File: config.mk
export PLATFORM = sky130hd
export DESIGN_NAME = sast_fifo
export DESIGN_NICKNAME = d
export VERILOG_FILES = /design/src/design/sat_axis_sweep_triangle_unit_macros.svh /design/src/design/sast_fifo.sv
export SDC_FILE = /design/constraint.sdc
export NUM_CORES = 1
export LEC_CHECK = 0
export BUFFER_PORTS_ARGS = -buffer_cell sky130_fd_sc_hd__buf_4
export CAP_MARGIN = 10
export CORE_MARGIN = 2
export CORE_UTILIZATION = 35
export CTS_CLUSTER_DIAMETER = 200
export DETAILED_ROUTE_END_ITERATION = 10
export GPL_ROUTABILITY_DRIVEN = 0
export PLACE_DENSITY = 0.62
export SYNTH_ARGS = -nofsm -noshare
export SYNTH_HDL_FRONTEND = slang
export SYNTH_SLANG_ARGS = --single-unit
File: constraint.sdc
create_clock -name clock -period 1.7 [get_ports clock]
set_input_delay 0 -clock clock [delete_from_list [all_inputs] [get_ports clock]]
set_output_delay 0 -clock clock [all_outputs]
set_load 0.03 [all_outputs]
File: src/design/sat_axis_sweep_triangle_unit_macros.svh
// ----------------------------------------------------------------------------
// Assertion macros for the separating-axis sweep unit
// Shared concurrent assertion forms, clocked on the rising edge and disabled
// while reset is high.
// ----------------------------------------------------------------------------
`ifndef SAT_AXIS_SWEEP_TRIANGLE_UNIT_MACROS_SVH
`define SAT_AXIS_SWEEP_TRIANGLE_UNIT_MACROS_SVH

// The consequent must hold in the same cycle as the antecedent.
`define SAST_ASSERT_SAME(label, clk, rst, ante, cons, msg) \
   label: assert property (@(posedge clk) disable iff (rst) (ante) |-> (cons)) \
      else $error(msg);

// The consequent must hold in the cycle after the antecedent.
`define SAST_ASSERT_NEXT(label, clk, rst, ante, cons, msg) \
   label: assert property (@(posedge clk) disable iff (rst) (ante) |=> (cons)) \
      else $error(msg);

`endif

File: src/design/sast_fifo.sv
// ----------------------------------------------------------------------------
// sast_fifo
// Two-entry queue between the classifying front end and the time back end.
// ----------------------------------------------------------------------------
`default_nettype none

module sast_fifo #(
   parameter int W = 8
) (
   input  wire logic         clock,
   input  wire logic         reset,
   input  wire logic         push,
   input  wire logic [W-1:0] wdata,
   output logic              full,
   input  wire logic         pop,
   output logic [W-1:0]      rdata,
   output logic              empty
);

   logic [W-1:0] mem_ff [2];
   logic         wr_ptr_ff, wr_ptr_in;
   logic         rd_ptr_ff, rd_ptr_in;
   logic [1:0]   count_ff, count_in;
   logic         do_push, do_pop;

   assign full    = (count_ff == 2'd2);
   assign empty   = (count_ff == 2'd0);
   assign do_push = push && !full;
   assign do_pop  = pop && !empty;
   assign rdata   = mem_ff[rd_ptr_ff];

   always_comb begin
      wr_ptr_in = do_push ? ~wr_ptr_ff : wr_ptr_ff;
      rd_ptr_in = do_pop ? ~rd_ptr_ff : rd_ptr_ff;
      count_in  = count_ff;
      if (do_push && !do_pop) begin
         count_in = count_ff + 2'd1;
      end else if (do_pop && !do_push) begin
         count_in = count_ff - 2'd1;
      end
   end

   always_ff @(posedge clock) begin
      if (reset) begin
         wr_ptr_ff <= 1'b0;
         rd_ptr_ff <= 1'b0;
         count_ff  <= 2'd0;
      end else begin
         wr_ptr_ff <= wr_ptr_in;
         rd_ptr_ff <= rd_ptr_in;
         count_ff  <= count_in;
      end
   end

   always_ff @(posedge clock) begin
      if (do_push) begin
         mem_ff[wr_ptr_ff] <= wdata;
      end
   end

endmodule

`default_nettype wire

After elaboration in Yosys (flattened, before gate mapping)
Memories as Yosys holds them, arrays and structs flattened. A register that Yosys moved wholly into a read port is not among the register bits.
Cells that the tools add are included.
{ "totals": {"ff_bits": 4, "ram_bits": 16, "input_bits": 12, "output_inout_bits": 10, "memories": 1} }
{ "classes": {"add_sub_neg": 2, "n_eq_ne": 1, "n_mux": 6, "n_bitwise": 2, "n_reduce_logical": 10} }
{ "memory_table": {"columns": ["name", "words", "width", "rd", "rd_ports_with_merged_regs", "write_ports", "line", "source"], "rows": [
  ["mem_ff", 2, 8, 1, 1, 1, "sast_fifo.sv:20", "logic [W-1:0] mem_ff [2];"]
]} }
{ "ops": {"columns": ["op", "count"], "rows": [
  ["logical AND 1 bit", 4],
  ["zero test 1 bit", 4],
  ["two-way mux 1 bit", 4],
  ["two-way mux 2 bit", 2],
  ["adder 2 x 1 -> 2 bit, second input constant", 1],
  ["== test 2 bit, second input constant", 1],
  ["zero test 2 bit", 1],
  ["inverter 1 bit", 2],
  ["nonzero test 2 bit", 1],
  ["subtractor 2 x 1 -> 2 bit, second input constant", 1]
]} }

Logic depth before layout (Yosys ltp)
Gate-level depths: netlist of run 1.
{ "logic_depth": {"depth_word": 7, "depth_mapped": 6} }

Worst setup path before layout of run 1
No wires, ideal clock.
{ "synth_timing": {"path_type": "flip-flop to flip-flop", "start": "register count_ff[1]", "end": "register count_ff[1]", "arrival_ns": 1.622, "required_time_ns": 1.630, "setup_slack_ns": 0.008, "stages_incl_launch_ff": 6, "path_buffers": 0, "synth_period_minus_slack_ns": 1.692, "path_cell_list": "dfxtp_1 -> nor2b_2 -> nor2_1 -> ha_1 -> or3_1 -> a21oi_1"} }
{ "synth_via": {"elab_chain_len": 6, "elab_cells_between_ends": 15, "cone_classes": "add/sub (2); eq/ne (1); mux (2); reduce/logical (10)"} }
{ "synth_rtl": {"columns": ["element", "line", "source"], "rows": [
  ["start, declared", "sast_fifo.sv:23", "logic [1:0] count_ff, count_in;"],
  ["start signal, assigned", "sast_fifo.sv:51", "count_ff <= count_in;"],
  ["== test 2 bit *", "sast_fifo.sv:26", "assign full = (count_ff == 2'd2);"],
  ["named net full", "sast_fifo.sv:14", "output logic full,"],
  ["zero test 1 bit *", "sast_fifo.sv:28", "assign do_push = push && !full;"],
  ["logical AND 1 bit *", "sast_fifo.sv:28", null],
  ["named net do_push", "sast_fifo.sv:24", "logic do_push, do_pop;"],
  ["zero test 1 bit", "sast_fifo.sv:38", "end else if (do_pop && !do_push) begin"],
  ["logical AND 1 bit", "sast_fifo.sv:38", null],
  ["nonzero test 2 bit (no source line)", null, null]
]} }
The timed path passes the listed nets; every way through them passes the cells marked *. The select of a mux whose other input is x is not followed.
A chain may end at the register's enable or synchronous reset.

Worst setup path after layout of run 1
{ "layout_timing": {"start": "register count_ff[0]", "end": "register count_ff[1]"} }
{ "layout_via": {"elab_chain_len": 6, "elab_cells_between_ends": 15, "cone_classes": "add/sub (2); eq/ne (1); mux (2); reduce/logical (10)"} }
{ "layout_rtl": {"columns": ["element", "line"], "rows": [
  ["== test 2 bit / zero test 2 bit (equally long branches)", "sast_fifo.sv:26, sast_fifo.sv:27"],
  ["zero test 1 bit (on tied branches)", "sast_fifo.sv:28, sast_fifo.sv:29"],
  ["logical AND 1 bit (on tied branches)", "sast_fifo.sv:28, sast_fifo.sv:29"],
  ["zero test 1 bit (on tied branches)", "sast_fifo.sv:38, sast_fifo.sv:36"],
  ["logical AND 1 bit (on tied branches)", "sast_fifo.sv:38, sast_fifo.sv:36"],
  ["nonzero test 2 bit (no source line) / two-way mux 2 bit (equally long branches)", null]
]} }
Parallel ways exist; a longest one is shown, timed or not. The select of a mux whose other input is x is not followed.

==> metrics.txt, run 1 <==
outcome completed; Reg clk slew, reported paths 110 ps; met3 Use GR 0.0316; Worst EP required 1930 ps; async set-reset flop share out of synthesis 0; Synth top cells by count edfxtp_1 (16), mux2_2 (8), dfxtp_1 (5), nor2_1 (5); dominant cell type by area after synthesis edfxtp_1; Startpoint Class flop; RSZ-0062 raised after global routing false; hold path endpoint wr_ptr_ff; first-pass GRT wire length 1900 um; Post-CTS Resized 0; Yosys warnings 0; maximum VDD drop 1.10 mV; first drt pass iteration count 2; ant diodes 0; Netlist cell types 13; CTS H-tree lvls 1; clock share of power 0.146; antenna viol nets, final 0; combinational share of power 0.392; post-route minimum period 1590 ps; wire length per cell 11.3 um; Overflow after GRT 0; CTS root buf clkbuf_4; Pint 1010 uW; port buffer count 21; CP endpoint kind flop; vias 499; drc violations 0; f_max 630 MHz; Worst Skew 1.50 ps; Die Y 51.6 um; slew margin rel. 0.752; Worst Hold Launch push; Layout area overhead 38.5%; Cell Pwr Density 1420 nW/um^2; Final Max Tran Viols 0; register share of total power 0.462; largest family of logic cells by synthesized area multiplexers; CP arrival 1820 ps; Design Area, Final 1100 um^2; Initial Util 0.366; final hold violation count 0; hold_ws 72.2 ps; Reg2Reg Capture Point count_ff[1]; post-synth top area share 0.606; cell with the most instances after synthesis edfxtp_1; top area cells in the synthesized netlist edfxtp_1 (61%), dfxtp_1 (13%), mux2_2 (11%), xor2_1 (3.3%), nor2_1 (2.4%); CTS max path bufs 2; post-CTS setup buffer count 0; ys flop type edfxtp_1; final setup violation count 0; clk_lat worst skew 290 ps; die extent in x 51.6 um; CTS tree built; CTS Buf Count 3; Hold WC Path Type in2reg; EDFF count, synth 16; Reg2Reg Setup Slack 110 ps; busiest grt layer met2; max-cap viol count 0; vias per cell 4.50; initial antenna violation count 0; Synth Area in Simple Gates 0.0584; final net count 97; fill count 201; drt initial violations 2; post-DP HPWL 862 um; DIE AREA 2660 um^2; P_sw 551 uW; largest net degree at the start of global routing 13; Compound-Gate Fraction of Synth Area 0.0315; Worst R2R Path Depth 4; CP max FO 5; Total GRT Usage 0.0983; Synth Register Bits 21; CTS sink count 21; synthesized area 793 um^2; vias in the first global route 456; cells after synthesis 50; GR met2 Demand/Resource 0.154; type of the worst setup path reg2reg; hold buffers post-CTS 9; layout cells sized above 1 0.410; Placed Area 981 um^2; sequential-to-total area share from yosys stat 0.732; Worst-Margin Slew 372 ps; total wire length 1250 um; cell row count 17; Fin Setup TNS 0 ps; num ports 22; core area 2170 um^2; Period Utilization, post-route 0.934; Post-Synth XOR/XNOR Area 0.0331; Avg Cell Area, Syn 15.9 um^2; sw frac 0.352; Pleak 0.000436 uW; post-synthesis mux area share 0.114; RR Startpoint count_ff[0]; Worst Hold Depth 4; GR Util met1 0.126; adder-cell share of the synthesized area 0.0158; Post-Syn Nets 63
## per-layer routing
metal	vias up	wire length, um
li1	247	-
met1	238	584
met2	14	589
met3	0	80
met4	0	0
met5	-	0
## critical path, stage by stage, from the launching register on
cell and delay [ps]:
dfxtp_1 380, o21ai_0 320, ha_1 330, or3_1 370, a21oi_1 140
## flip-flops by register name, indices dropped and copies added (netlist names), named ones only
| signal | count |
|---|---|
| mem_ff | 16 |
| count_ff | 2 |
| wr_ptr_ff | 1 |
| rd_ptr_ff | 1 |
## power by group through the flow
stage               combinational (uW)  clock [uW]  sequential, uW
floorplan                          439           0             699
global placement                   593           0             732
detailed placement                 600           0             732
CTS                                620         240             723
global route                       658         260             733
finish                             613         229             722
## cells in the final DEF (no fill, tap or decap), types with 3 or more instances in the layout
cell,instances
o21ai_0,3
nor2_1,5
dfxtp_1,5
buf_4,21
dlygate4sd3_1,9
clkbuf_4,3
xor2_1,3
mux2_2,8
edfxtp_1,16
## area by class of cell
| class | instances | area [um^2] | area share |
|---|---|---|---|
| clock buffers | 3 | 22.5 | 0.0205 |
| clock inverters | 1 | 5.00 | 0.00456 |
| inverters | 2 | 7.51 | 0.00683 |
| multi-input cells | 26 | 200 | 0.182 |
| flip-flops and latches | 21 | 581 | 0.528 |
| well taps | 28 | 35.0 | 0.0319 |
| repair buffers | 30 | 248 | 0.226 |
## worst max-delay path by stage
stage	startpoint	to	cells after the start
2_1_floorplan	count_ff[1]	count_ff[1]	5
3_3_place_gp	count_ff[0]	count_ff[1]	4
3_5_place_dp	count_ff[0]	count_ff[1]	4
4_1_cts	count_ff[0]	count_ff[1]	4
5_1_grt	count_ff[1]	count_ff[1]	5
6_report	count_ff[0]	count_ff[1]	4
## per-stage QoR
stage,setup WS (ps),utilization,total power (uW),std cells
floorplan,8.18,-,1140,50
global placement,206,0.452,1320,98
detailed placement,109,0.452,1330,98
CTS,102,0.506,1580,111
global route,8.61,0.506,1650,111
finish,112,0.506,1560,111
## cell families (layout without fill, tap and decap cells)
group,count (synthesis),in the layout
and+or+nand+nor,9,9
adders and majority gates,1,1
DFF,21,21
buffers and inverters,3,36
xor gates and xnor gates,3,3
muxes,8,8
AOI/OAI and AO/OA,5,5
Note: power is estimated with default switching activity, not from simulation.
==> run 2, diff against run 1 <==
--- a/config.mk
+++ b/config.mk
@@ -12,7 +12,7 @@
 export CTS_CLUSTER_DIAMETER = 200
 export DETAILED_ROUTE_END_ITERATION = 10
 export GPL_ROUTABILITY_DRIVEN = 0
-export PLACE_DENSITY = 0.62
+export PLACE_DENSITY = 0.54
 export SYNTH_ARGS = -nofsm -noshare
 export SYNTH_HDL_FRONTEND = slang
 export SYNTH_SLANG_ARGS = --single-unit
==> metrics.txt, run 2 (synthesis gave the netlist of run 1 again) <==
Initial Util 0.366; commonest non-fill, non-tap cell in the layout buf_4; Hold WC Path Type in2reg; total power 1560 uW; final setup violation count 0; CP top delay family simple AND/OR/NAND/NOR gates; Final Max Tran Viols 0; Total GRT Usage 0.103; clk_lat worst skew 280 ps; CTS tree built; ant diodes 0; layout cells sized above 1 0.398; slew margin rel. 0.747; Overflow after GRT 0; Pleak 0.000435 uW; wire length per cell 10.4 um; initial antenna violation count 0; type of the worst setup path reg2reg; first drt pass iteration count 3; Startpoint Class flop; CP startpoint count_ff[1]; DIE AREA 2660 um^2; maximum VDD drop 0.730 mV; CTS max path bufs 2; vias in the first global route 480; Top reg by flops mem_ff; Worst EP required 1930 ps; RR Startpoint count_ff[1]; port buffer count 21; fill count 208; CTS H-tree lvls 1; combinational share of power 0.396; top flop regs mem_ff: 16 flops, count_ff: 2 flops; cell row count 17; clock share of power 0.139; P_sw 536 uW; core area 2170 um^2; die extent in x 51.6 um; CTS sink count 21; CP max stage cell dfxtp_1; crit path setup slack, layout 169 ps; Cell Pwr Density 1420 nW/um^2; fin util 0.508; register share of total power 0.465; Period Utilization, post-route 0.900; most frequent cells in the layout buf_4 (21), edfxtp_1 (16), dlygate4sd3_1 (9); first-pass GRT wire length 2020 um; drt initial violations 4; CP arrival 1760 ps; final net count 97; Reg clk slew, reported paths 100 ps; Worst-Margin Slew 379 ps; worst path buffer plus inverter count 0; Worst Hold Launch push; Die Y 51.6 um; largest net degree at the start of global routing 12; Pint 1020 uW; CP cell instances nor2b_4, nor2_1, ha_1, or3_1, a21oi_1; CTS root buf clkbuf_4; RSZ-0062 raised after global routing false; Fin Setup TNS 0 ps; drc violations 0; slowest cell delay on critical path 390 ps; vias per cell 4.34; hold_ws 106 ps; sw frac 0.343; Layout area overhead 39.0%; outcome completed; post-route minimum period 1530 ps; CP endpoint kind flop; total wire length 1160 um; CTS Buf Count 3; max FFs per register 16; CP max FO 5; final hold violation count 0; vias 482; f_max 653 MHz; num ports 22; antenna viol nets, final 0; Worst Skew 2.29 ps; max-cap viol count 0; Setup WS pre-CTS 168 ps
[run 2: area by class of cell]
cell class | count | area, um^2 | share of cell area
well taps | 28 | 35.0 | 0.0318
repair buffers | 30 | 248 | 0.225
multi-input cells | 26 | 205 | 0.186
inverters | 2 | 7.51 | 0.00681
flip-flops and latches | 21 | 581 | 0.527
clock buffers | 4 | 26.3 | 0.0238
[run 2: final timing paths]
kind	slack, ps	depth (start not counted)	to
worst max-delay path	170	5	count_ff[1]
worst min-delay path	110	4	wr_ptr_ff
worst max register to register	170	5	count_ff[1]
worst min register to register	520	2	wr_ptr_ff
[run 2: power by group through the flow]
stage | logic (uW) | registers, uW | clock network, uW
2_1_floorplan | 439 | 699 | 0
3_3_place_gp | 598 | 734 | 0
3_5_place_dp | 594 | 735 | 0
4_1_cts | 615 | 723 | 232
5_1_grt | 669 | 743 | 254
6_report | 617 | 726 | 218
[run 2: layer usage]
metal  part of all wire  GRT usage
met1               0.43      0.123
met2               0.50      0.169
met3              0.070     0.0287
met4                  0     0.0526
met5                  0          0
[run 2: timing repair]
| item | CTS | global route |
|---|---|---|
| gates resized for setup | 0 | 2 |
| hold buffers | 9 | 0 |
| buffers inserted | 0 | 0 |
| setup endpoints to repair | 0 | 1 |
| hold endpoints to repair | 21 | 0 |
[run 2: metrics by stage]
step	cells	instance area (um^2)
after floorplan	50	793
after global placement	98	981
after detailed placement	98	981
after CTS	111	1100
after global routing	111	1100
final	111	1100
[run 2: worst reg2reg max path, stage by stage (launching register included)]
cell and delay [ps]:
dfxtp_1 390, nor2b_4 190, nor2_1 60, ha_1 320
or3_1 370, a21oi_1 140
