==> src/design/sat_axis_sweep_triangle_unit_macros.svh <==
// ----------------------------------------------------------------------------
// Assertion macros for the separating-axis sweep unit
// Shared concurrent assertion forms, clocked on the rising edge and disabled
// while reset is high.
// ----------------------------------------------------------------------------
`ifndef SAT_AXIS_SWEEP_TRIANGLE_UNIT_MACROS_SVH
`define SAT_AXIS_SWEEP_TRIANGLE_UNIT_MACROS_SVH

// The consequent must hold in the same cycle as the antecedent.
`define SAST_ASSERT_SAME(label, clk, rst, ante, cons, msg) \
   label: assert property (@(posedge clk) disable iff (rst) (ante) |-> (cons)) \
      else $error(msg);

// The consequent must hold in the cycle after the antecedent.
`define SAST_ASSERT_NEXT(label, clk, rst, ante, cons, msg) \
   label: assert property (@(posedge clk) disable iff (rst) (ante) |=> (cons)) \
      else $error(msg);

`endif

==> src/design/sast_pkg.sv <==
// ----------------------------------------------------------------------------
// sast_pkg
// Shared types and constants of the separating-axis sweep unit.
// ----------------------------------------------------------------------------
`default_nettype none

package sast_pkg;

   localparam int TIME_W     = 32;
   localparam int THR_W      = 16;
   localparam int RADIUS_W   = 31;
   localparam int CSR_IDX_W  = 2;
   localparam int QUOT_BITS  = 33;
   localparam int QUOT_CNT_W = 6;
   localparam int SAT_SHIFT  = 17;
   localparam int FRAC_OUT   = 16;

   localparam logic signed [TIME_W-1:0] TIME_ONE = 32'sd65536;
   localparam logic [THR_W-1:0] THR_RESET = 16'd1;

   localparam logic [CSR_IDX_W-1:0] CSR_TIME_START = 2'd0;
   localparam logic [CSR_IDX_W-1:0] CSR_TIME_END   = 2'd1;
   localparam logic [CSR_IDX_W-1:0] CSR_STILL_THR  = 2'd2;

   localparam logic [1:0] MODE_MOVING_BOX    = 2'd0;
   localparam logic [1:0] MODE_MOVING_SPHERE = 2'd1;

   typedef struct packed {
      logic start;
      logic moving;
      logic overlap;
   } sast_ctl_type;

endpackage

`default_nettype wire

==> src/design/sast_div.sv <==
// ----------------------------------------------------------------------------
// sast_div
// Radix-2 restoring divider giving a saturated Q16.16 quotient, truncated
// toward zero, one quotient bit per cycle.
// ----------------------------------------------------------------------------
`default_nettype none

module sast_div #(
   parameter int NW = 39,
   parameter int DW = 34
) (
   input  wire logic                               clock,
   input  wire logic                               reset,
   input  wire logic                               go,
   input  wire logic signed [NW-1:0]               num,
   input  wire logic signed [DW-1:0]               den,
   output logic                                    done,
   output logic signed [sast_pkg::TIME_W-1:0]      quot
);

   localparam int QB = sast_pkg::QUOT_BITS;
   localparam int SW = NW + DW + sast_pkg::SAT_SHIFT;

   logic                               busy_ff;
   logic                               done_ff;
   logic [sast_pkg::QUOT_CNT_W-1:0]    cnt_ff;
   logic [DW-1:0]                      rem_ff;
   logic [DW-1:0]                      ud_ff;
   logic [QB-1:0]                      quo_ff;
   logic [QB-1:0]                      bits_ff;
   logic                               neg_ff;
   logic                               sat_ff;
   logic [NW-1:0]                      un;
   logic [DW-1:0]                      ud;
   logic [SW-1:0]                      un_wide;
   logic [DW:0]                        shifted;
   logic [DW:0]                        diff;
   logic                               qbit;
   logic [QB-1:0]                      limit;
   logic [QB-1:0]                      qmag;
   logic [QB-1:0]                      qsigned;

   always_comb begin
      un      = num[NW-1] ? NW'(-num) : NW'(num);
      ud      = den[DW-1] ? DW'(-den) : DW'(den);
      un_wide = SW'(un);
      shifted = {rem_ff, bits_ff[QB-1]};
      diff    = shifted - {1'b0, ud_ff};
      qbit    = (shifted >= {1'b0, ud_ff});
      limit   = neg_ff ? (QB'(1) << 31) : ((QB'(1) << 31) - QB'(1));
      if (sat_ff || quo_ff > limit) begin
         qmag = limit;
      end else begin
         qmag = quo_ff;
      end
      qsigned = neg_ff ? -qmag : qmag;
      quot    = qsigned[sast_pkg::TIME_W-1:0];
      done    = done_ff;
   end

   always_ff @(posedge clock) begin
      if (reset) begin
         busy_ff <= 1'b0;
         done_ff <= 1'b0;
         cnt_ff  <= '0;
      end else begin
         done_ff <= 1'b0;
         if (go) begin
            busy_ff <= 1'b1;
            cnt_ff  <= sast_pkg::QUOT_CNT_W'(QB);
         end else if (busy_ff) begin
            cnt_ff <= cnt_ff - sast_pkg::QUOT_CNT_W'(1);
            if (cnt_ff == sast_pkg::QUOT_CNT_W'(1)) begin
               busy_ff <= 1'b0;
               done_ff <= 1'b1;
            end
         end
      end
   end

   always_ff @(posedge clock) begin
      if (go) begin
         ud_ff   <= ud;
         neg_ff  <= num[NW-1] ^ den[DW-1];
         sat_ff  <= (un_wide >= (SW'(ud) << sast_pkg::SAT_SHIFT));
         rem_ff  <= DW'(un_wide >> sast_pkg::SAT_SHIFT);
         bits_ff <= {un[sast_pkg::SAT_SHIFT-1:0], {sast_pkg::FRAC_OUT{1'b0}}};
         quo_ff  <= '0;
      end else if (busy_ff) begin
         rem_ff  <= qbit ? diff[DW-1:0] : shifted[DW-1:0];
         bits_ff <= {bits_ff[QB-2:0], 1'b0};
         quo_ff  <= {quo_ff[QB-2:0], qbit};
      end
   end

endmodule

`default_nettype wire

==> src/design/sast_back.sv <==
// ----------------------------------------------------------------------------
// sast_back
// Takes classified items from the queue, divides the interval gaps by the
// velocity projection and narrows the running entry and exit times.
// ----------------------------------------------------------------------------
`default_nettype none
`include "sat_axis_sweep_triangle_unit_macros.svh"

module sast_back #(
   parameter int NW = 39,
   parameter int DW = 34
) (
   input  wire logic                                 clock,
   input  wire logic                                 reset,
   input  wire logic                                 q_empty,
   output logic                                      q_pop,
   input  wire sast_pkg::sast_ctl_type               q_ctl,
   input  wire logic signed [NW-1:0]                 q_num_a,
   input  wire logic signed [NW-1:0]                 q_num_b,
   input  wire logic signed [DW-1:0]                 q_delta,
   input  wire logic signed [sast_pkg::TIME_W-1:0]   time_start,
   input  wire logic signed [sast_pkg::TIME_W-1:0]   time_end,
   output logic                                      rsp_empty,
   input  wire logic                                 rsp_pop,
   output logic                                      rsp_intervals_overlap,
   output logic signed [sast_pkg::TIME_W-1:0]        rsp_entry_time,
   output logic signed [sast_pkg::TIME_W-1:0]        rsp_exit_time,
   output logic                                      rsp_entry_axis_hit,
   output logic                                      rsp_exit_axis_hit
);

   typedef enum logic [2:0] {
      B_IDLE = 3'b001,
      B_DIV  = 3'b010,
      B_FIN  = 3'b100
   } back_state_type;

   back_state_type state_ff, state_in;

   sast_pkg::sast_ctl_type                rec_ctl_ff;
   logic signed [sast_pkg::TIME_W-1:0]    entry_ff, exit_ff;
   logic signed [sast_pkg::TIME_W-1:0]    t_a, t_b, tmin, tmax;
   logic signed [sast_pkg::TIME_W-1:0]    entry_new, exit_new;
   logic                                  ehit, xhit;
   logic                                  done_a, done_b;
   logic                                  div_go;
   logic                                  out_valid_ff;
   logic                                  out_free;
   logic                                  finish;

   assign out_free  = !out_valid_ff || rsp_pop;
   assign q_pop     = (state_ff == B_IDLE) && !q_empty;
   assign div_go    = q_pop && q_ctl.moving;
   assign finish    = (state_ff == B_FIN) && out_free;
   assign rsp_empty = !out_valid_ff;

   sast_div #(.NW(NW), .DW(DW)) u_div_a (
      .clock (clock),
      .reset (reset),
      .go    (div_go),
      .num   (q_num_a),
      .den   (q_delta),
      .done  (done_a),
      .quot  (t_a)
   );

   sast_div #(.NW(NW), .DW(DW)) u_div_b (
      .clock (clock),
      .reset (reset),
      .go    (div_go),
      .num   (q_num_b),
      .den   (q_delta),
      .done  (done_b),
      .quot  (t_b)
   );

   always_comb begin
      state_in = state_ff;
      unique case (state_ff)
         B_IDLE: begin
            if (!q_empty) begin
               state_in = q_ctl.moving ? B_DIV : B_FIN;
            end
         end
         B_DIV: begin
            if (done_a && done_b) begin
               state_in = B_FIN;
            end
         end
         B_FIN: begin
            if (out_free) begin
               state_in = B_IDLE;
            end
         end
         default: state_in = B_IDLE;
      endcase
   end

   always_comb begin
      tmin      = (t_a < t_b) ? t_a : t_b;
      tmax      = (t_a < t_b) ? t_b : t_a;
      ehit      = rec_ctl_ff.moving && (tmin > entry_ff);
      xhit      = rec_ctl_ff.moving && (tmax < exit_ff);
      entry_new = ehit ? tmin : entry_ff;
      exit_new  = xhit ? tmax : exit_ff;
   end

   always_ff @(posedge clock) begin
      if (reset) begin
         state_ff     <= B_IDLE;
         out_valid_ff <= 1'b0;
         entry_ff     <= '0;
         exit_ff      <= sast_pkg::TIME_ONE;
      end else begin
         state_ff <= state_in;
         if (q_pop && q_ctl.start) begin
            entry_ff <= time_start;
            exit_ff  <= time_end;
         end else if (finish) begin
            entry_ff <= entry_new;
            exit_ff  <= exit_new;
         end
         if (finish) begin
            out_valid_ff <= 1'b1;
         end else if (rsp_pop) begin
            out_valid_ff <= 1'b0;
         end
      end
   end

   always_ff @(posedge clock) begin
      if (q_pop) begin
         rec_ctl_ff <= q_ctl;
      end
      if (finish) begin
         rsp_intervals_overlap <= rec_ctl_ff.overlap;
         rsp_entry_time        <= entry_new;
         rsp_exit_time         <= exit_new;
         rsp_entry_axis_hit    <= ehit;
         rsp_exit_axis_hit     <= xhit;
      end
   end

   `SAST_ASSERT_SAME(a_div_only_moving, clock, reset, state_ff == B_DIV, rec_ctl_ff.moving, "division started for an item that is not moving")
   `SAST_ASSERT_NEXT(a_fin_holds, clock, reset, (state_ff == B_FIN) && !out_free, state_ff == B_FIN, "result left before the output slot was free")
   `SAST_ASSERT_NEXT(a_still_no_hit, clock, reset, finish && !rec_ctl_ff.moving, !rsp_entry_axis_hit && !rsp_exit_axis_hit, "contact axis flagged for a still or static item")

endmodule

`default_nettype wire

==> config.mk <==
export PLATFORM = sky130hd
export DESIGN_NAME = sast_back
export DESIGN_NICKNAME = d
export VERILOG_FILES = /design/src/design/sast_pkg.sv /design/src/design/sast_div.sv /design/src/design/sast_back.sv
export VERILOG_INCLUDE_DIRS = /design/src /design/src/design
export SDC_FILE = /design/constraint.sdc
export NUM_CORES = 1
export LEC_CHECK = 0
export BUFFER_PORTS_ARGS = -buffer_cell sky130_fd_sc_hd__buf_2
export CORE_MARGIN = 2
export CORE_UTILIZATION = 40
export DETAILED_ROUTE_END_ITERATION = 16
export PLACE_DENSITY = 0.58
export SLEW_MARGIN = 20
export SYNTH_ARGS = -nofsm -noshare
export SYNTH_HDL_FRONTEND = slang
export SYNTH_SLANG_ARGS = --single-unit
export TNS_END_PERCENT = 50
==> constraint.sdc <==
create_clock -name clock -period 12.3 [get_ports clock]
set_input_delay 0.615 -clock clock [delete_from_list [all_inputs] [get_ports clock]]
set_output_delay 0.615 -clock clock [all_outputs]
set_load 0.02 [all_outputs]
# --- Word level (Yosys, flattened, before mapping) ---
# Index checks and enable logic that the tools add are counted.
op_classes:
  addsub: 9
  magnitude_cmp: 9
  n_eq_ne: 8
  n_mux: 46
  bitwise_logic: 4
  reduce_logical: 20
ops:
  columns: ["operator", "n"]
  rows:
  - ["32-bit 2-to-1 mux", 14]
  - ["33-bit 2-to-1 mux", 4]
  - ["39-bit by 51-bit >= comparator with 1-bit output", 2]
  - ["34-bit 2-to-1 mux", 3]
  - ["22-bit 2-to-1 mux", 4]
  - ["39-bit 2-to-1 mux", 2]
  - ["39-bit negation", 2]
  - ["35-bit by 34-bit >= comparator with 1-bit output", 2]
  - ["34-bit subtractor", 2]
  - ["33-bit by 32-bit greater-than comparator with 1-bit output", 2]
  - ["32-bit < comparator", 2]
  - ["32-bit negation", 2]
  - ["34-bit negation", 1]
  - ["32-bit greater-than comparator", 1]
  - ["6-bit 2-to-1 mux", 4]
  - ["6-bit by 1-bit equality test with 1-bit output, second input constant", 2]
  - ["3-bit 2-to-1 mux", 4]
  - ["6-bit by 1-bit subtractor with 6-bit output, second input constant", 2]
  - ["1-bit 2-to-1 mux", 10]
  - ["3-bit one-hot mux with 3 select lines", 1]
  - ["2-bit nonzero test", 4]
  - ["1-bit logical AND", 7]
  - ["2-bit inequality test, second input constant", 3]
  - ["3-bit OR reduction", 2]
  - ["other kinds (9)", 14]
totals:
  reg_bits: 359
  inputBits: 183
  output_inout_bits: 69
  word_cells: 128

# --- Logic depth before layout (Yosys ltp) ---
# Gate-level depths: netlist of the first run.
depth:
  ltp_word: 13
  mapped_depth: 48
  mapped_depth_nobuf: 41

# --- Cells and area by module ---
# A second synthesis of the first run with hierarchy kept.
hier_totals:
  hier_cells: 3650
  area_unflattened_um2: 31054.8
modules_own_cells:
  columns: ["module", "n_inst", "cells_per_inst", "area_each_um2", "seq_area_each_um2"]
  rows:
  - ["sast_div (u_div_a)", 1, 1345, 11219.5, 3313.2]
  - ["sast_div (u_div_b)", 1, 1296, 10829.1, 3313.2]
  - ["sast_back", 1, 1009, 9006.1, 3433.3]

# --- Least setup slack after synthesis of the first run ---
# Ideal clock, no wire load.
synth_path:
  kind: "flip-flop to flip-flop"
  start: "reg u_div_b.neg_ff"
  end: "reg entry_ff[30] in the netlist's numbering"
  setup_ps: 132
  t_arrival_ps: 11044
  required_ps: 12168
  slack_ps: 1124
  path_stages_with_launch: 41
  path_buffers: 5
  period_less_slack_ps: 11176
  path_cell_list: "edfxtp_1 -> inv_1 -> clkbuf_1 -> ha_1 -> and4b_1 -> nand4_1 -> or4_1 -> or4_4 -> o21a_1 -> o21ai_0 -> ha_1 -> nand3_1 -> nand2b_1 -> or4_1 -> clkbuf_1 -> o41ai_1 -> xor2_1 -> a21oi_1 -> [... 5 more ...] -> o21a_1 -> a211oi_1 -> buf_4 -> buf_1 -> mux2i_1 -> ha_1 -> a21o_1 -> a21o_1 -> a21o_1 -> a21o_1 -> a21o_1 -> a21o_1 -> a221o_1 -> o31ai_1 -> clkbuf_1 -> mux2_2 -> nand2_1 -> a21oi_1"
synth_between:
  elab_chain_cells: 13
synth_rtl:
  columns: ["element", "line", "source"]
  rows:
  - ["start: declaration", "sast_div.sv:31", "logic neg_ff;"]
  - ["start signal: assignment", "sast_div.sv:84", "neg_ff <= num[NW-1] ^ den[DW-1];"]
  - ["32-bit 2-to-1 mux", "sast_div.sv:50", "limit = neg_ff ? (QB'(1) << 31) : ((QB'(1) << 31) - QB'(1));"]
  - ["33-bit by 32-bit greater-than comparator with 1-bit output", "sast_div.sv:51", "if (sat_ff || quo_ff > limit) begin"]
  - ["1-bit logical OR", "sast_div.sv:51", null]
  - ["32-bit 2-to-1 mux", "sast_div.sv:51", null]
  - ["32-bit negation", "sast_div.sv:56", "qsigned = neg_ff ? -qmag : qmag;"]
  - ["32-bit 2-to-1 mux (*)", "sast_div.sv:56", null]
  - ["32-bit < comparator", "sast_back.sv:100", "tmin = (t_a < t_b) ? t_a : t_b;"]
  - ["32-bit 2-to-1 mux (*)", "sast_back.sv:100", null]
  - ["32-bit greater-than comparator (*)", "sast_back.sv:102", "ehit = rec_ctl_ff.moving && (tmin > entry_ff);"]
  - ["1-bit logical AND (*)", "sast_back.sv:102", null]
  - ["via ehit", "sast_back.sv:44", "logic ehit, xhit;"]
  - ["32-bit 2-to-1 mux (*)", "sast_back.sv:104", "entry_new = ehit ? tmin : entry_ff;"]
  - ["via entry_new, one bit", "sast_back.sv:43", "logic signed [sast_pkg::TIME_W-1:0] entry_new, exit_new;"]
  - ["32-bit 2-to-1 mux (*)", "sast_back.sv:119", "end else if (finish) begin"]
  - ["32-bit 2-to-1 mux (*)", "sast_back.sv:116", "if (q_pop && q_ctl.start) begin"]
  - ["end signal: assignment", "sast_back.sv:117", "entry_ff <= time_start;"]
  - ["end signal: assignment", "sast_back.sv:120", "entry_ff <= entry_new;"]
  - ["end: declaration", "sast_back.sv:41", "logic signed [sast_pkg::TIME_W-1:0] entry_ff, exit_ff;"]
# The timed path passes the listed nets; every way through them passes the cells marked *. The select of a mux whose other input is x is not followed.
# A chain may end at the register's enable or synchronous reset.

# --- Worst setup path after layout of the first run ---
layout_path:
  start: "reg u_div_b.neg_ff"
  end: "reg exit_ff[5] in the netlist's numbering"
layout_between:
  elab_chain_cells: 13
layout_rtl:
  columns: ["element", "line", "source"]
  rows:
  - ["32-bit 2-to-1 mux", "sast_div.sv:50", null]
  - ["33-bit by 32-bit greater-than comparator with 1-bit output", "sast_div.sv:51", null]
  - ["1-bit logical OR", "sast_div.sv:51", null]
  - ["32-bit 2-to-1 mux", "sast_div.sv:51", null]
  - ["32-bit negation", "sast_div.sv:56", null]
  - ["32-bit 2-to-1 mux (*)", "sast_div.sv:56", null]
  - ["32-bit < comparator", "sast_back.sv:101", "tmax = (t_a < t_b) ? t_b : t_a;"]
  - ["32-bit 2-to-1 mux (*)", "sast_back.sv:101", null]
  - ["32-bit < comparator", "sast_back.sv:103", "xhit = rec_ctl_ff.moving && (tmax < exit_ff);"]
  - ["1-bit logical AND", "sast_back.sv:103", null]
  - ["32-bit 2-to-1 mux (*)", "sast_back.sv:105", "exit_new = xhit ? tmax : exit_ff;"]
  - ["32-bit 2-to-1 mux (*)", "sast_back.sv:119", null]
  - ["32-bit 2-to-1 mux (*)", "sast_back.sv:116", null]
  - ["end signal: assignment", "sast_back.sv:113", "exit_ff <= sast_pkg::TIME_ONE;"]
  - ["end signal: assignment", "sast_back.sv:118", "exit_ff <= time_end;"]
  - ["end signal: assignment", "sast_back.sv:121", "exit_ff <= exit_new;"]
  - ["end: declaration", "sast_back.sv:41", null]
# Mark *: on every way between the ends. The rest lies on a longest branch, timed or not. The select of a mux whose other input is x is not followed.

==> qor.tcl, run 1 <==
set qor(die-width_um) 268
set qor(antenna_found_initial) 3
set qor(totalPowerFinal_mw) 5.00
set qor(worst_hold_startpoint) {q_ctl[0]}
set qor(worst_reg2reg_path_startpoint) {u_div_b.neg_ff}
set qor(post_synth_main_area_contributors) {sky130_fd_sc_hd__edfxtp_1 20%, sky130_fd_sc_hd__ha_1 12%, sky130_fd_sc_hd__dfxtp_1 12%}
set qor(ir_drop_v) 0.0000980
set qor(synth-edff-count) 185
set qor(muxShareOfSynthArea_pct) 6.39
set qor(drt_pass1_iterations) 5
set qor(worst_path_largest_cell_delay_ns) 0.63
set qor(cp.required_ns) 12.79
set qor(critPathSlowestCell) {sky130_fd_sc_hd__or4b_2}
set qor(finalHoldViolCount) 0
set qor(postCtsResizedCells) 0
set qor(sequential_to_total_area_share_from_yosys_stat_pct) 32.3
set qor(clkSinkCount) 359
set qor(worst_ep_arrival_time_ns) 11.76
set qor(number_of_global_route_vias_before_repair) 22800
set qor(timing.hold.worst_endpoint) {rec_ctl_ff[0]}
set qor(avgViaCountPerCell) 5.58
set qor(cts_hold_buffers) 0
set qor(switching_share_pct) 39.0
set qor(worst-r2r-cell-count) 38
set qor(setup_total_negative_slack_ns) 0
set qor(synth-adder-area-share_pct) 12.6
set qor(timing_worst_slew_pin_value_ns) 1.11
set qor(finalNonFillerCells) 4408
set qor(reg2reg_to) {exit_ff[5]}
set qor(grt_start_max_net_pins) 78
set qor(placement_rows) 96
set qor(relSlewSlack_pct) 25.5
set qor(worstSetupStartpointType) {flip-flop}
set qor(dp.cells) 4328
set qor(combinational_family_with_the_most_area_after_synthesis) {compound AO/OA/AOI/OAI gates}
set qor(syn_inst) 3265
set qor(final.min_clock_period_ns) 11.28
set qor(clock_tree.htree_level_count) 2
set qor(ios) 252
set qor(run_status) {complete, no violations}
set qor(p_int_mw) 3.05
set qor(rsz_0062_raised_after_global_routing) {false}
set qor(static_leakage_nw) 12.9
set qor(clkSlewWorstSetupHoldPaths_ns) 0.06
set qor(yosysTopAreaCellShare_pct) 19.9
set qor(num-nets-final) 3906
set qor(power.clock.fraction_pct) 25.6
set qor(report.final.setup_viol) 0
set qor(die_height_um) 268
set qor(power.combinational.fraction_pct) 44.4
set qor(synth_flop_cell) {sky130_fd_sc_hd__edfxtp_1}
set qor(mostFrequentLayoutCells) {304 x sky130_fd_sc_hd__nand2_1, 279 x sky130_fd_sc_hd__ha_1, 262 x sky130_fd_sc_hd__nor2_1}
set qor(yosys.area_share.xor_xnor_pct) 5.73
set qor(max-clock-path-buffers) 3
set qor(timing.setup.critical_path_class) {flip-flop to flip-flop}
set qor(numPortBuffers) 251
set qor(first_pass_grt_wire_length_mm) 129
set qor(synth_top_area_cell) {sky130_fd_sc_hd__edfxtp_1}
set qor(core-area_sq_um) 68900
set qor(min_path_type) {primary input to flip-flop}
set qor(drc) 0
set qor(power_per_cell_area_nw_per_um2) 159
set qor(syn_avg_cell_area_sq_um) 8.56
set qor(gp_congestion) 0.915
set qor(fin_worst_skew_ns) 0.0273
set qor(ys_seq_elements) 359
set qor(cap_violations) 0
set qor(starting_drc_count_in_detailed_routing) 1640
set qor(tritoncts.num_buffers) 43
set qor(post-route-util_pct) 45.7
set qor(starting_density_pct) 40.6
set qor(postCtsSetupBuffers) 0
set qor(synth-warning-count) 0
set qor(worst_setup_path_end_kind) {flip-flop}
set qor(synth_simple_gate_area_share_pct) 17.1
set qor(fraction_of_final_layout_cells_sized_beyond_drive_strength_1_pct) 12.3
set qor(wl_mm) 82.7
set qor(synth_async_sr_flop_share_pct) 0
set qor(syn_nets) 3729
set qor(detail-route-antenna-nets) 0
set qor(vias) 24600
set qor(number_of_cells_on_the_worst_hold_path) 1
set qor(routed_wire_length_per_instance_um) 18.8
set qor(synth_cell_types) 85
set qor(tritoncts_clock_tree) {built}
set qor(fillers) 6908
set qor(place.detailed.hpwl_mm) 62.7
set qor(mostFrequentLayoutCell) {sky130_fd_sc_hd__nand2_1}
set qor(worst_path_fanout_max) 37
set qor(timing.final.crit_share_pct) 91.7
set qor(die_area_sq_um) 72000
set qor(maxSlewViolCount) 0
set qor(fmax_ghz) 0.0887
set qor(hold-worst-slack_ns) 0.213
set qor(grt.total_usage_pct) 22.5
set qor(grt.overflow.total) 0
set qor(area_delta_synth_final_pct) 12.7
set qor(reg2reg_setup_slack_ns) 1.02
set qor(synth_compound_gate_area_share_pct) 21.1
set qor(net-switching-power_mw) 1.95
set qor(syn-cell-area_sq_um) 28000
set qor(seqPwrFrac_pct) 30.1
set qor(clockRootBuffer) {sky130_fd_sc_hd__clkbuf_16}
set qor(clock_latency_ns) 0.59
[through the flow]
stage,area [sq um],worst slack (ns)
after floorplan,28000,1.12
after global placement,30100,1.34
after detailed placement,30100,1.19
after CTS,31500,1.15
after global routing,31500,0.245
final,31500,1.02
[worst max path at each step]
| stage | slack [ns] | end | startpoint |
|---|---|---|---|
| global placement | 1.34 | exit_ff[7] | u_div_b.neg_ff |
| global route | 0.25 | exit_ff[11] | u_div_a.neg_ff |
| CTS | 1.15 | exit_ff[5] | u_div_b.neg_ff |
| finish | 1.02 | exit_ff[5] | u_div_b.neg_ff |
| detailed placement | 1.19 | exit_ff[11] | u_div_b.neg_ff |
| floorplan | 1.12 | entry_ff[30] | u_div_b.neg_ff |
[kinds of logic after synthesis]
kind of cell	count (synthesis)
AOI/OAI and AO/OA	921
xor gates and xnor gates	183
buffers and inverters	348
adders and majority gates	281
muxes	172
and+or+nand+nor	1001
DFF	359
[power groups by stage]
stage	registers, mW	logic, mW	clock network (mW)
2_1_floorplan	1.51	1.64	0
3_3_place_gp	1.53	2.19	0
3_5_place_dp	1.53	2.19	0
4_1_cts	1.50	2.21	1.31
5_1_grt	1.52	2.48	1.35
6_report	1.50	2.22	1.28
[per-layer routing]
layer | part of all wire, % | wire length (um) | track usage (%) | vias to the layer above
met5 | 0.033 | 27 | 0 | -
li1 | - | - | - | 12400
met4 | 2.6 | 2190 | 6.43 | 4
met1 | 46 | 37900 | 30.2 | 11500
met2 | 47 | 39200 | 37.9 | 584
met3 | 4.1 | 3370 | 2.68 | 103
[sequential cells by signal, summed over array words and instances (netlist names), 2 cells and up]
register	flops
u_div_a.rem_ff	34
u_div_a.ud_ff	34
u_div_b.rem_ff	34
u_div_a.quo_ff	33
u_div_b.quo_ff	33
entry_ff	32
exit_ff	32
rsp_entry_time	32
rsp_exit_time	32
u_div_a.bits_ff	17
u_div_b.bits_ff	17
u_div_a.cnt_ff	6
u_div_b.cnt_ff	6
state_ff	3
rec_ctl_ff	2
[critical path, delay by kind of cell, from the launching register on]
family                   cells  cell delay, ns
XOR/XNOR                     1            0.11
multiplexers                 2            0.79
AND/OR/NAND/NOR             11            3.70
flip-flops                   1            0.34
AO/OA/AOI/OAI               13            3.40
buffers and inverters        7            1.82
adder cells (fa/ha/maj)      4            1.00
[layout make-up]
| cell class | instances | area [sq um] | share of cell area, % |
|---|---|---|---|
| Antenna cell | 1 | 2.50 | 0.00794 |
| Clock buffer | 61 | 1250 | 3.96 |
| Clock inverter | 18 | 139 | 0.441 |
| Inverter | 200 | 756 | 2.40 |
| Multi-Input combinational cell | 2558 | 17700 | 56.1 |
| Sequential cell | 359 | 9040 | 28.7 |
| Tap cell | 931 | 1160 | 3.70 |
| Timing Repair Buffer | 280 | 1490 | 4.72 |
[Yosys cell counts, types with 41 or more instances]
library cell and number:
sky130_fd_sc_hd__a21oi_1 248, sky130_fd_sc_hd__nor3_1 59, sky130_fd_sc_hd__ha_1 279, sky130_fd_sc_hd__nand4_1 52, sky130_fd_sc_hd__xnor2_1 104, sky130_fd_sc_hd__a22oi_1 64
sky130_fd_sc_hd__nor2_1 264, sky130_fd_sc_hd__mux2i_1 123, sky130_fd_sc_hd__o31ai_1 41, sky130_fd_sc_hd__or3_1 45, sky130_fd_sc_hd__inv_1 198, sky130_fd_sc_hd__mux2_2 48
sky130_fd_sc_hd__edfxtp_1 185, sky130_fd_sc_hd__clkbuf_1 125, sky130_fd_sc_hd__a31oi_1 47, sky130_fd_sc_hd__o21ai_0 207, sky130_fd_sc_hd__nand2_1 305, sky130_fd_sc_hd__xor2_1 79
sky130_fd_sc_hd__a211oi_1 42, sky130_fd_sc_hd__dfxtp_1 174, sky130_fd_sc_hd__nand3_1 92, sky130_fd_sc_hd__a21o_1 71
No activity file was read; power rests on OpenSTA's default activity.
==> inputs of run 2 (changes only) <==
--- a/config.mk
+++ b/config.mk
@@ -8,9 +8,10 @@
 export LEC_CHECK = 0
 export BUFFER_PORTS_ARGS = -buffer_cell sky130_fd_sc_hd__buf_2
 export CORE_MARGIN = 2
-export CORE_UTILIZATION = 40
+export CORE_UTILIZATION = 62
 export DETAILED_ROUTE_END_ITERATION = 16
-export PLACE_DENSITY = 0.58
+export PLACE_DENSITY = 0.84
+export REMOVE_ABC_BUFFERS = 1
 export SLEW_MARGIN = 20
 export SYNTH_ARGS = -nofsm -noshare
 export SYNTH_HDL_FRONTEND = slang
==> qor.tcl, run 2 (same netlist as run 1, synthesis figures left out) <==
set qor(run_status) {complete, no violations}
set qor(area_delta_synth_final_pct) 11.3
set qor(leading_registers_by_flop_count) {u_div_a.rem_ff (34), u_div_a.ud_ff (34), u_div_b.rem_ff (34)}
set qor(worst_setup_path_end_kind) {flip-flop}
set qor(starting_drc_count_in_detailed_routing) 2534 ;# +55%
set qor(cp.required_ns) 12.79 ;# about the same
set qor(clockRootBuffer) {sky130_fd_sc_hd__clkbuf_16}
set qor(switching_share_pct) 38.9 ;# -0.13 points
set qor(relSlewSlack_pct) 24.8 ;# -0.74 points
set qor(ir_drop_v) 0.000109 ;# +11%
set qor(numPortBuffers) 251 ;# unchanged
set qor(number_of_cells_on_the_worst_hold_path) 1 ;# unchanged
set qor(grt.total_usage_pct) 33.0 ;# +11 points
set qor(detail-route-antenna-nets) 0 ;# unchanged
set qor(maxSlewViolCount) 0 ;# unchanged
set qor(tritoncts.num_buffers) 42 ;# -2.3%
set qor(drt_pass1_iterations) 7 ;# +2
set qor(gp_congestion) 0.973 ;# +6.4%
set qor(drc) 0 ;# unchanged
set qor(rsz_0062_raised_after_global_routing) {false}
set qor(cap_violations) 0 ;# unchanged
set qor(worst_path_largest_cell_delay_ns) 0.65 ;# +0.02 ns
set qor(clkSinkCount) 359 ;# unchanged
set qor(fmax_ghz) 0.0864 ;# -2.6%
set qor(critPathSlowestCell) {sky130_fd_sc_hd__or4b_2}
set qor(ios) 252 ;# unchanged
set qor(worstSetupStartpointType) {flip-flop}
set qor(cts_hold_buffers) 0 ;# unchanged
set qor(totalPowerFinal_mw) 5.01 ;# +0.14%
set qor(multi_input_comb_area_sq_um) 17700 ;# about the same
set qor(die-width_um) 216 ;# -19%
set qor(first_pass_grt_wire_length_mm) 126 ;# -2.2%
set qor(seqPwrFrac_pct) 30.0 ;# about the same
set qor(fraction_of_final_layout_cells_sized_beyond_drive_strength_1_pct) 12.3 ;# -0.054 points
set qor(fillers) 3406 ;# -51%
set qor(worst_reg2reg_path_startpoint) {u_div_b.neg_ff}
set qor(vias) 26100 ;# +6.1%
set qor(power.combinational.fraction_pct) 44.9 ;# +0.5 points
set qor(max-clock-path-buffers) 3 ;# unchanged
set qor(routed_wire_length_per_instance_um) 19.5 ;# +4.1%
set qor(timing.final.crit_share_pct) 94.1 ;# +2.5 points
set qor(power_per_cell_area_nw_per_um2) 161 ;# +1.4%
set qor(report.final.setup_viol) 0 ;# unchanged
set qor(clkSlewWorstSetupHoldPaths_ns) 0.06 ;# about the same
set qor(place.detailed.hpwl_mm) 58.2 ;# -7.2%
set qor(p_int_mw) 3.06 ;# +0.36%
set qor(num-nets-final) 3905 ;# -0.026%
set qor(tritoncts_clock_tree) {built}
set qor(fin_area_sq_um) 31100 ;# -1.3%
set qor(worst_ep_arrival_time_ns) 12.06 ;# +0.30 ns
set qor(static_leakage_nw) 12.9 ;# about the same
set qor(hold-worst-slack_ns) 0.206 ;# -0.00695 ns
set qor(cp_common_cell) {sky130_fd_sc_hd__ha_1}
set qor(worst-r2r-cell-count) 37 ;# -2.6%
set qor(starting_density_pct) 63.1 ;# +23 points
set qor(worst_path_fanout_max) 50 ;# +35%
set qor(mostFrequentLayoutCell) {sky130_fd_sc_hd__nand2_1}
set qor(reg2reg_to) {exit_ff[23]}
set qor(final-seq-area_sq_um) 9040 ;# unchanged
set qor(setup_total_negative_slack_ns) 0 ;# unchanged
set qor(final.min_clock_period_ns) 11.58 ;# +0.303 ns
set qor(power.clock.fraction_pct) 25.1 ;# -0.5 points
set qor(grt_start_max_net_pins) 101 ;# +29%
set qor(fin_worst_skew_ns) 0.0220 ;# -0.00529 ns
set qor(antenna_found_initial) 1 ;# -2
set qor(avgViaCountPerCell) 6.42 ;# +15%
set qor(placement_rows) 77 ;# -20%
set qor(clock_latency_ns) 0.59 ;# about the same
set qor(number_of_global_route_vias_before_repair) 24700 ;# +8.6%
set qor(mostFrequentLayoutCells) {304 x sky130_fd_sc_hd__nand2_1, 279 x sky130_fd_sc_hd__ha_1, 263 x sky130_fd_sc_hd__nor2_1}
set qor(min_path_type) {primary input to flip-flop}
set qor(net-switching-power_mw) 1.95 ;# -0.19%
set qor(worst_hold_startpoint) {q_ctl[0]}
set qor(wl_mm) 79.5 ;# -3.9%
set qor(dpl_cell_area_sq_um) 29700 ;# -1.3%
set qor(timing.setup.critical_path_class) {flip-flop to flip-flop}
set qor(timing_worst_slew_pin_value_ns) 1.13 ;# +0.0213 ns
set qor(timing.hold.worst_endpoint) {rec_ctl_ff[0]}
set qor(die_height_um) 216 ;# -19%
set qor(postCtsSetupBuffers) 0 ;# unchanged
set qor(clock_tree.htree_level_count) 2 ;# unchanged
set qor(grt.overflow.total) 0 ;# unchanged
set qor(core-area_sq_um) 44300 ;# -36%
set qor(finalHoldViolCount) 0 ;# unchanged
set qor(antenna_cells) 0 ;# -1
set qor(reg2reg_setup_slack_ns) 0.72 ;# -0.30 ns
set qor(die_area_sq_um) 46800 ;# -35%
## run 2: cell count changes in the layout (fill, tap and decap cells not counted), moves of 2 or more
cell / delta
sky130_fd_sc_hd__buf_12: +3
sky130_fd_sc_hd__buf_4: -5
sky130_fd_sc_hd__buf_6: +2
sky130_fd_sc_hd__clkbuf_16: -2
sky130_fd_sc_hd__clkbuf_8: +3
sky130_fd_sc_hd__clkinv_2: -3
sky130_fd_sc_hd__clkinv_8: +2
## run 2: routing by layer
layer  global-route usage, %  up-vias  part of all wire (%)
met5                       0        -                     0
met4                    13.9        0                   4.0
met3                    5.24      227                   7.4
met2                    53.4     1127                    46
met1                    44.1    12300                    43
li1                        -    12400                     -
## run 2: how the worst max path moves through the flow
stage / depth (start not counted) / end / slack [ns] / startpoint
3_3_place_gp: 37 / exit_ff[23] / 1.03 / u_div_b.neg_ff
2_1_floorplan: 36 / entry_ff[10] / -8.40 / u_div_a.neg_ff
4_1_cts: 37 / exit_ff[23] / 0.56 / u_div_b.neg_ff
3_5_place_dp: 37 / exit_ff[11] / 0.67 / u_div_b.neg_ff
5_1_grt: 36 / exit_ff[0] / 0.01 / u_div_b.neg_ff
6_report: 37 / exit_ff[23] / 0.72 / u_div_b.neg_ff
## run 2: timing repair
action | CTS | global route
hold endpoints to repair | 0 | 0
setup endpoints to repair | 0 | 63
gates resized for setup | 0 | 5
## run 2: worst max-delay path: cells and delay by family (launching register included)
| family | cells | cell delay, ns |
|---|---|---|
| AOI/OAI and AO/OA | 13 | 3.83 |
| DFF | 1 | 0.40 |
| adders and majority gates | 4 | 1.30 |
| xor gates and xnor gates | 1 | 0.11 |
| and+or+nand+nor | 12 | 4.09 |
| buffers and inverters | 5 | 1.19 |
| muxes | 2 | 0.51 |
## run 2: final cells by class
class                           instances  share of cell area, %
Sequential cell                       359                   29.1
Clock inverter                         15                  0.414
Inverter                              200                   2.43
Timing Repair Buffer                  280                   4.92
Multi-Input combinational cell       2558                   56.8
Clock buffer                           63                   3.99
Tap cell                              592                   2.38
## run 2: through the flow
step,setup WS [ns],instances,util (%)
final,0.721,4067,70.2
after global routing,0.0119,4067,70.2
after CTS,0.560,4067,70.2
after detailed placement,0.665,3989,67.1
after global placement,1.03,3989,67.1
after floorplan,-8.40,3117,-
## run 2: power by group through the flow
stage | Combinational (mW) | Sequential (mW) | Clock (mW)
6_report | 2.25 | 1.50 | 1.26
5_1_grt | 2.48 | 1.51 | 1.31
4_1_cts | 2.20 | 1.50 | 1.26
3_5_place_dp | 2.17 | 1.52 | 0
3_3_place_gp | 2.09 | 1.52 | 0
2_1_floorplan | 1.65 | 1.52 | 0
